<file path="config.mk">
export PLATFORM = sky130hd
export DESIGN_NAME = pfe_cmd_queue
export DESIGN_NICKNAME = d
export VERILOG_FILES = /design/src/design/pfe_pkg.sv /design/src/design/pfe_cmd_queue.sv
export SDC_FILE = /design/constraint.sdc
export NUM_CORES = 1
export LEC_CHECK = 0
export ABC_AREA = 1
export BUFFER_PORTS_ARGS = -buffer_cell sky130_fd_sc_hd__buf_2
export CORE_MARGIN = 3
export CORE_UTILIZATION = 52
export DETAILED_ROUTE_END_ITERATION = 8
export GPL_ROUTABILITY_DRIVEN = 0
export PLACE_DENSITY = 0.89
export SLEW_MARGIN = 20
export SYNTH_ARGS = -nofsm -noshare
export SYNTH_HDL_FRONTEND = slang
export SYNTH_SLANG_ARGS = --single-unit
</file>
<file path="constraint.sdc">
create_clock -name clk -period 2.9 [get_ports clk]
set_input_delay 0.29 -clock clk [delete_from_list [all_inputs] [get_ports clk]]
set_output_delay 0.29 -clock clk [all_outputs]
set_load 0.01 [all_outputs]
</file>
<file path="src/design/pfe_pkg.sv">
`timescale 1ns / 1ps

package pfe_pkg;

  // history pointer width, one history of 2**PTR_W entries per channel
  localparam int PTR_W  = 12;
  localparam int ADDR_W = PTR_W + 1;
  localparam int CNT_W  = 12;

  localparam logic [7:0] SILENCE = 8'd128;

  // input word
  typedef struct packed {
    logic [7:0] sample;
    logic       channel;
    logic       end_of_buffer;
  } in_word_t;

  // result word
  typedef struct packed {
    logic [7:0] out_sample;
    logic       out_channel;
  } out_word_t;

  // classified sample handed from front to back
  typedef struct packed {
    logic [7:0]        sample;
    logic              echo;
    logic              use_self;
    logic [ADDR_W-1:0] rd_addr;
    logic [ADDR_W-1:0] wr_addr;
  } cmd_t;

  // command queue status seen by the back end
  typedef struct packed {
    logic full;
    logic empty;
  } cq_status_t;

  // 128 + round_half_away(3*s/10), s = (x-128) + (prev-128)
  function automatic logic [7:0] echo_mix(input logic [7:0] x, input logic [7:0] prev);
    logic [9:0]  sum;
    logic        neg;
    logic [9:0]  diff;
    logic [9:0]  t;
    logic [9:0]  n;
    logic [17:0] prod;
    logic [6:0]  q;
    sum  = {2'b00, x} + {2'b00, prev};
    neg  = (sum < 10'd256);
    diff = neg ? (10'd256 - sum) : (sum - 10'd256);
    t    = diff * 10'd3;
    n    = t + 10'd5;
    // divide by ten: 205/2048 is exact in floor for n below 1024
    prod = {8'd0, n} * 18'd205;
    q    = prod[17:11];
    echo_mix = neg ? (SILENCE - {1'b0, q}) : (SILENCE + {1'b0, q});
  endfunction

endpackage

</file>
<file path="src/design/pfe_cmd_queue.sv">
`timescale 1ns / 1ps

module pfe_cmd_queue (
  input  logic                 clk,
  input  logic                 rst_n,
  input  logic                 wr_en,
  input  pfe_pkg::cmd_t        wr_cmd,
  input  logic                 rd_en,
  output pfe_pkg::cmd_t        rd_cmd,
  output pfe_pkg::cq_status_t  status
);

  pfe_pkg::cmd_t entry_r [2];
  logic          wr_ptr_r;
  logic          rd_ptr_r;
  logic [1:0]    count_r;
  logic [1:0]    count_nxt;

  assign rd_cmd       = entry_r[rd_ptr_r];
  assign status.full  = (count_r == 2'd2);
  assign status.empty = (count_r == 2'd0);

  // occupancy
  always_comb begin
    count_nxt = count_r;
    if (wr_en && !rd_en) begin
      count_nxt = count_r + 2'd1;
    end else if (!wr_en && rd_en) begin
      count_nxt = count_r - 2'd1;
    end
  end

  always_ff @(posedge clk) begin
    if (!rst_n) begin
      wr_ptr_r <= 1'b0;
      rd_ptr_r <= 1'b0;
      count_r  <= '0;
    end else begin
      count_r <= count_nxt;
      if (wr_en) begin
        wr_ptr_r <= ~wr_ptr_r;
      end
      if (rd_en) begin
        rd_ptr_r <= ~rd_ptr_r;
      end
    end
  end

  // storage
  always_ff @(posedge clk) begin
    if (wr_en) begin
      entry_r[wr_ptr_r] <= wr_cmd;
    end
  end

endmodule

</file>
==> metrics <==
crit path time final=2.04 ns; Post-CTS Hold Buffers=0; Least-Margin Pin Slew=0.728 ns; Diodes inserted=0; synthesized cell area=0.00298 mm²; core area=0.00534 mm²; top cell type's share of synthesized area=72.6%; Top FF cell, synth=edfxtp_1; pre-CTS setup slack=1.21 ns; worst min path class=in -> reg; layout cells sized above 1=55.0%; Cell variety after synth=14; first-pass GRT wire length=7160 µm; Clock Pin Slew Worst Setup and Hold Paths=0.08 ns; Hold Path End=entry_r[1][27]$_DFFE_PP_; CP Max Fanout=21; CTS Buf Count=9; cell count after synthesis=147; # Post-CTS Setup Buffers=0; final-report max-slew violation count=0; DRC=0; synthesized area per cell=20.3 µm²; Layout area overhead=20.9%; pwr dens=612 mW/mm²; die height=81.7 µm; Peak supply drop=444 µV; Critical Path Sink Type=output port; Final Instance Area=0.00360 mm²; clk_skew=0.00535 ns; final hold vios=0; TritonCTS clock tree=yes; net count of the mapped netlist=188; max-cap check violation count=0; Core Rows=26; R2R depth=3; Post-Route Setup TNS=0 ns; register area share after synthesis=75.9%; largest net degree at the start of global routing=26; WL/cell=14.8 µm; Max-slew headroom=51.4%; final setup fails=0; hpwl dp=3310 µm; RSZ-0062 raised after global routing=false; Yosys top cell by area=edfxtp_1; Port Buffers=77; initial antenna violation count=0; Worst setup SP type=register; CP Class=reg -> out; status=finished, final reports clean; asr flop ratio synth=0%; final worst setup slack=0.856 ns; Detail Route Antenna Nets=0; die area=0.00667 mm²; Period Utilization, post-route=70.5%; Crit path max-delay family=flip-flops; CTS Sinks=77; Pre-antenna DRT Iters=4; Boundary Pins=78; Die Wd=81.7 µm; slowest CP cell=dfxtp_2; synth cell count leaders=edfxtp_1, mux2_4, nor2_1; worst r2r src=wr_ptr_r$_SDFFE_PN0P_; CP Cell Sequence=buf_12 -> mux2_2 -> buf_2; reg-to-reg endpoint=entry_r[1][11]$_DFFE_PP_; Leak=0.00147 µW; buffers plus inverters on the worst setup path=2; vias in the first global route=1595; Post-synth EDFFs=72; DP Area=0.00344 mm²; Longest Clk Path Bufs=2; Filler Cell Count=385; slowest stage delay, CP=0.65 ns; HP Start=wr_cmd[27]; initial detailed-routing violation count=85; Fmax achieved=489 MHz; CP required=2.61 ns; grt ovf=0; Starting Density=55.8%; vias=1510; Cells on Worst Hold Path=1; final WL=4570 µm; Layout Nets=276; GRT Overall Usage=15.0%; CTS Root Cell=clkbuf_8; CTS resizes=0; Arr. time, crit path=1.75 ns; Yosys reg bits=77; Synth area leaders=edfxtp_1, mux2_4, dfxtp_1, mux2_2, buf_12; yosys warns=0; count leader, synth=edfxtp_1; Final Util=67.5%; vias per cell=4.87; Reg2Reg Setup Slack=1.31 ns; number of H-tree levels=3; Clock Latency Late Sink=0.34 ns
through the flow:
stage          std cells  power (µW)  hold WS (ns)
6_report             310        2210         0.141
5_1_grt              310        2320         0.118
4_1_cts              310        2230         0.127
3_5_place_dp         294        1590         0.482
3_3_place_gp         294        1580         0.476
2_1_floorplan        147        1490         0.389
area by class of cell:
class	instances	area (µm²)	share of cell area (%)
clock buffers	10	128	3.54
clock inverters	6	30.0	0.834
inverters	8	30.0	0.834
multi-input cells	58	623	17.3
flip-flops and latches	77	2260	62.8
well taps	70	87.6	2.43
repair buffers	81	440	12.2
report_power, final:
group,switching [µW],total (µW),internal (µW)
Sequential,25.1,1310,1280
Clock,345,645,300
Combinational,119,253,134
worst max path at each step:
stage / to / slack [ns] / cells after the start
after floorplan: entry_r[0][0]$_DFFE_PP_ / 0.62 / 2
after global placement: rd_cmd[33] / 1.22 / 3
after detailed placement: rd_cmd[33] / 1.21 / 3
after CTS: rd_cmd[33] / 0.83 / 3
after global routing: rd_cmd[33] / 0.77 / 3
final: rd_cmd[33] / 0.86 / 3
routing by layer:
metal | vias up | share of wire [%] | GRT usage [%]
li1 | 725 | - | -
met1 | 718 | 40 | 16.5
met2 | 60 | 52 | 26.4
met3 | 7 | 7.1 | 4.17
met4 | 0 | 1.5 | 7.97
met5 | - | 0 | 0
cell usage in the layout, fill, tap and decap left out:
cell,instances
clkinv_1,2
clkinvlp_4,1
mux2_2,6
nor2_1,8
nand4_1,1
buf_4,2
dfxtp_2,1
edfxtp_1,72
mux2_4,30
buf_2,77
clkinv_2,3
inv_1,8
buf_12,2
nand2_1,8
a21oi_1,1
nand3_1,1
clkbuf_8,9
clkbuf_1,1
ha_1,1
nor2_4,1
o21ai_0,1
dfxtp_1,4
worst register-to-register path, delay by kind of cell (launching register included):
kind	cells	cell delay [ns]
buffers and inverters	2	0.80
flip-flops	1	0.39
AND/OR/NAND/NOR	1	0.09
cells by family after synthesis:
family	after synthesis	share of synthesized area [%]
AOI/OAI and AO/OA	2	0.336
adders and majority gates	1	0.420
buffers and inverters	12	3.40
DFF	77	75.9
muxes	36	17.4
and+or+nand+nor	19	2.52
flip-flops by register name, summed over array words and instances (netlist names), named ones only:
| signal | flops |
|---|---|
| wr_ptr_r | 1 |
| rd_ptr_r | 1 |
| count_r | 2 |
| entry_r | 72 |
Power figures use the tool's default switching activity.
