<file path="src/design/pfe_pkg.sv">
`timescale 1ns / 1ps

package pfe_pkg;

  // history pointer width, one history of 2**PTR_W entries per channel
  localparam int PTR_W  = 12;
  localparam int ADDR_W = PTR_W + 1;
  localparam int CNT_W  = 12;

  localparam logic [7:0] SILENCE = 8'd128;

  // input word
  typedef struct packed {
    logic [7:0] sample;
    logic       channel;
    logic       end_of_buffer;
  } in_word_t;

  // result word
  typedef struct packed {
    logic [7:0] out_sample;
    logic       out_channel;
  } out_word_t;

  // classified sample handed from front to back
  typedef struct packed {
    logic [7:0]        sample;
    logic              echo;
    logic              use_self;
    logic [ADDR_W-1:0] rd_addr;
    logic [ADDR_W-1:0] wr_addr;
  } cmd_t;

  // command queue status seen by the back end
  typedef struct packed {
    logic full;
    logic empty;
  } cq_status_t;

  // 128 + round_half_away(3*s/10), s = (x-128) + (prev-128)
  function automatic logic [7:0] echo_mix(input logic [7:0] x, input logic [7:0] prev);
    logic [9:0]  sum;
    logic        neg;
    logic [9:0]  diff;
    logic [9:0]  t;
    logic [9:0]  n;
    logic [17:0] prod;
    logic [6:0]  q;
    sum  = {2'b00, x} + {2'b00, prev};
    neg  = (sum < 10'd256);
    diff = neg ? (10'd256 - sum) : (sum - 10'd256);
    t    = diff * 10'd3;
    n    = t + 10'd5;
    // divide by ten: 205/2048 is exact in floor for n below 1024
    prod = {8'd0, n} * 18'd205;
    q    = prod[17:11];
    echo_mix = neg ? (SILENCE - {1'b0, q}) : (SILENCE + {1'b0, q});
  endfunction

endpackage

</file>
<file path="src/design/pfe_front.sv">
`timescale 1ns / 1ps

module pfe_front (
  input  logic                 clk,
  input  logic                 rst_n,
  input  logic                 push,
  output logic                 full,
  input  pfe_pkg::in_word_t    in_word,
  input  logic                 cfg_we,
  input  logic [11:0]          cfg_data,
  input  pfe_pkg::cq_status_t  cq_status,
  output logic                 cq_push,
  output pfe_pkg::cmd_t        cq_cmd
);

  logic [11:0]                   delay_r;
  logic [pfe_pkg::PTR_W-1:0]     wp_r  [2];
  logic [pfe_pkg::CNT_W-1:0]     cnt_r [2];
  logic [pfe_pkg::PTR_W-1:0]     wp_sel;
  logic [pfe_pkg::CNT_W-1:0]     cnt_sel;
  logic [pfe_pkg::PTR_W-1:0]     wp_nxt;
  logic [pfe_pkg::CNT_W-1:0]     cnt_nxt;
  logic                          accept;

  assign full   = cq_status.full;
  assign accept = push && !cq_status.full;
  assign cq_push = accept;

  assign wp_sel  = wp_r[in_word.channel];
  assign cnt_sel = cnt_r[in_word.channel];

  // classify: pass through until the channel has seen delay samples
  always_comb begin
    cq_cmd.sample   = in_word.sample;
    cq_cmd.echo     = (cnt_sel >= delay_r);
    cq_cmd.use_self = (delay_r == 12'd0);
    cq_cmd.rd_addr  = {in_word.channel, wp_sel - delay_r};
    cq_cmd.wr_addr  = {in_word.channel, wp_sel};
  end

  // pointer and saturating count updates
  always_comb begin
    wp_nxt = wp_sel + {{(pfe_pkg::PTR_W - 1){1'b0}}, 1'b1};
    if (in_word.end_of_buffer) begin
      cnt_nxt = '0;
    end else if (cnt_sel != '1) begin
      cnt_nxt = cnt_sel + {{(pfe_pkg::CNT_W - 1){1'b0}}, 1'b1};
    end else begin
      cnt_nxt = cnt_sel;
    end
  end

  always_ff @(posedge clk) begin
    if (!rst_n) begin
      delay_r  <= '0;
      wp_r[0]  <= '0;
      wp_r[1]  <= '0;
      cnt_r[0] <= '0;
      cnt_r[1] <= '0;
    end else begin
      if (cfg_we) begin
        delay_r <= cfg_data;
      end
      if (accept) begin
        wp_r[in_word.channel]  <= wp_nxt;
        cnt_r[in_word.channel] <= cnt_nxt;
      end
    end
  end

endmodule

</file>
<file path="config.mk">
export PLATFORM = sky130hd
export DESIGN_NAME = pfe_front
export DESIGN_NICKNAME = d
export VERILOG_FILES = /design/src/design/pfe_pkg.sv /design/src/design/pfe_front.sv
export SDC_FILE = /design/constraint.sdc
export NUM_CORES = 1
export LEC_CHECK = 0
export BUFFER_PORTS_ARGS = -buffer_cell sky130_fd_sc_hd__buf_2
export CAP_MARGIN = 25
export CORE_UTILIZATION = 52
export DETAILED_ROUTE_END_ITERATION = 10
export PLACE_DENSITY = 0.8
export SLEW_MARGIN = 40
export SYNTH_ARGS = -nofsm -noshare
export SYNTH_HDL_FRONTEND = slang
export SYNTH_SLANG_ARGS = --single-unit
</file>
<file path="constraint.sdc">
create_clock -name clk -period 3.7 [get_ports clk]
set_input_delay 0.74 -clock clk [delete_from_list [all_inputs] [get_ports clk]]
set_output_delay 0.74 -clock clk [all_outputs]
set_load 0.03 [all_outputs]
</file>
==> results.sh <==
export IMPL_status="finished clean"
export IMPL_htree_levels=3
export IMPL_powerDensity_mw_per_mm2=397.6
export IMPL_hold_viol=0
export IMPL_synth_distinct_cells=58
export IMPL_maxSlewViolCount=0
export IMPL_r2r_slack_ns=1.67
export IMPL_rr_endpoint="cnt_r[1][5]"
export IMPL_finalClockSkew_ns=0.006131
export IMPL_synth_ff_type="edfxtp_1"
export IMPL_yosysWarnings=0
export IMPL_die_x_um=90.57
export IMPL_tightest_slew_ns=0.4743
export IMPL_min_path_type="reg -> reg"
export IMPL_vias=3204
export IMPL_drc=0
export IMPL_antenna_found_initial=0
export IMPL_yosys_top_cells_area="edfxtp_1 35%, ha_1 7.7%, mux2i_1 6.1%"
export IMPL_whs_ns=0.5440
export IMPL_coreArea_sq_mm=0.007408
export IMPL_drive_above_1_share_pct=29.09
export IMPL_worstSetupPathType="in -> out"
export IMPL_place_inst=554
export IMPL_wirelength_mm=9.337
export IMPL_max_freq_ghz=0.2803
export IMPL_die_h_um=90.57
export IMPL_seq_area_frac_synth_pct=41.23
export IMPL_cts_sinks=60
export IMPL_syn_num_nets=449
export IMPL_grt_usage_pct=24.02
export IMPL_grt_pass1_wl_mm=15.32
export IMPL_wl_per_cell_um=16.38
export IMPL_maxSlewHeadroom_pct=68.38
export IMPL_syn2layout_area_growth_pct=18.16
export IMPL_r2r_start="cnt_r[0][0]"
export IMPL_ctsHoldBuffers=0
export IMPL_min_period_ns=3.567
export IMPL_antenna_left=0
export IMPL_worstSetupStartpoint="in_word[1]"
export IMPL_synth_top_area_share_pct=35.34
export IMPL_clk_path_buf_depth=2
export IMPL_diodes=0
export IMPL_rr_worst_depth=8
export IMPL_syn_avg_cell_area_sq_um=10.33
export IMPL_die_area_sq_mm=0.008202
export IMPL_ys_ff_latch=60
export IMPL_irDropWorstVdd_mv=0.2474
export IMPL_netlist_area_sq_mm=0.004079
export IMPL_post_cts_buffers=0
export IMPL_fin_util_pct=65.06
export IMPL_worst_setup_path_end_kind="primary output"
export IMPL_clkTransAtPathRegs_ns=0.07
export IMPL_period_share_pct=96.41
export IMPL_finalWeightedCongestion=0.8843
export IMPL_power_leakage_nw=2.067
export IMPL_endpoint="cq_cmd[24]"
export IMPL_routed_via_density=5.621
export IMPL_cts_root_buf="clkbuf_8"
export IMPL_floorplan_io_pins=66
export IMPL_maxCapViolations=0
export IMPL_worstPathArrival_ns=2.83
export IMPL_first_pass_iters=4
export IMPL_cp_start_kind="primary input"
export IMPL_initial_core_util_pct=55.06
export IMPL_crit_required_ns=2.96
export IMPL_setup_viol=0
export IMPL_async_reset_ff_share_pct=0
export IMPL_cts_made_buffers=9
export IMPL_worstPathMaxFanout=15
export IMPL_cts_tree="yes"
export IMPL_first_iter_violations=231
export IMPL_yosys_area_top_type="edfxtp_1"
export IMPL_worstSkewPairLatency_ns=0.33
export IMPL_synth_edf_count=48
export IMPL_tns_ns=0
export IMPL_nNetsFinal=520
export IMPL_stdcell_count=570
export IMPL_total_power_mw=1.916
export IMPL_rows=31
export IMPL_synthCells=395
export IMPL_grt_pass1_vias=3220
export IMPL_hpwl_mm=7.109
export IMPL_rsz0062_at_grt="no"
export IMPL_overflow=0
export IMPL_grt_max_degree=25
export IMPL_port_buffers=48
==> per-layer routing <==
metal / track usage, % / vias to the layer above / part of all wire (%)
met3: 4.209 / 21 / 5.7
met5: 0 / - / 0
met1: 29.60 / 1524 / 42
met4: 12.23 / 0 / 3.0
li1: - / 1542 / -
met2: 40.28 / 117 / 49
==> power by group <==
group / internal [mW] / switching, mW
registers: 0.763 / 0.0260
clock network: 0.321 / 0.247
logic: 0.227 / 0.333
==> layout make-up <==
class	count	area, sq um
Multi-Input combinational cell	282	2197
Clock inverter	1	5.005
Timing Repair Buffer	82	508.0
Clock buffer	15	187.7
Fill cell	545	2589
Inverter	31	116.4
Sequential cell	60	1682
Tap cell	99	123.9
==> synth_stat cells, types with 5 or more instances <==
master	number
xor2_1	5
ha_1	25
a21o_1	5
inv_1	30
nand3_1	9
nand2_1	16
o21ai_0	6
buf_4	13
edfxtp_1	48
nor4_1	5
mux2_2	11
a21oi_1	13
nor2_1	56
nand4_1	7
nor2b_1	17
xnor2_1	20
dfxtp_1	12
mux2i_1	25
==> through the flow <==
step	instance area [sq um]	worst slack, ns
finish	4820	0.1327
global route	4820	0.009548
CTS	4787	0.003048
detailed placement	4592	-0.09348
global placement	4592	-0.04567
floorplan	4131	-0.05139
==> critical path, cell delays in order <==
cell and delay (ns):
buf_6 0.18, buf_4 0.18, mux2_2 0.37, ha_1 0.33, o21a_1 0.14, nor2_1 0.05, a31oi_1 0.20, a211oi_1 0.10
buf_4 0.15, nor3b_4 0.17, buf_2 0.22
==> how the worst min path moves through the flow <==
stage / start / to / slack, ns / depth (start not counted)
after floorplan: delay_r[6] / delay_r[6] / 0.51 / 2
after global placement: delay_r[5] / delay_r[5] / 0.52 / 2
after detailed placement: delay_r[6] / delay_r[6] / 0.53 / 2
after CTS: delay_r[6] / delay_r[6] / 0.54 / 2
after global routing: delay_r[6] / delay_r[6] / 0.57 / 2
final: delay_r[5] / delay_r[5] / 0.54 / 2
==> cells by family after synthesis <==
kind of cell             share of synthesized area [%]
adder cells (fa/ha/maj)                          8.160
AND/OR/NAND/NOR                                  18.10
multiplexers                                     10.61
buffers and inverters                            6.595
AO/OA/AOI/OAI                                    9.540
flip-flops                                       41.23
XOR/XNOR                                         5.767
==> what timing repair did <==
item | 4_1_cts | 5_1_grt
setup endpoints to repair | 5 | 5
gates resized for setup | 1 | 8
hold endpoints to repair | 0 | 0
==> flip-flops by register name, indices dropped and copies added, names as in the netlist <==
| signal | count |
|---|---|
| wp_r | 24 |
| delay_r | 12 |
| cnt_r | 24 |
==> placed cells by master, fill, tap and decap left out, types with 5 or more instances in the layout <==
| master | instances |
|---|---|
| xnor2_1 | 18 |
| xor2_1 | 5 |
| dfxtp_1 | 12 |
| o21ai_0 | 5 |
| nor2b_1 | 17 |
| mux2i_1 | 22 |
| mux2_2 | 10 |
| buf_4 | 33 |
| buf_2 | 46 |
| nand4_1 | 7 |
| nor2_1 | 56 |
| edfxtp_1 | 48 |
| clkbuf_8 | 11 |
| a21oi_1 | 12 |
| ha_1 | 25 |
| inv_1 | 29 |
| a21o_1 | 5 |
| nand3_1 | 9 |
| nand2_1 | 16 |
No activity file was read; power rests on OpenSTA's default activity.
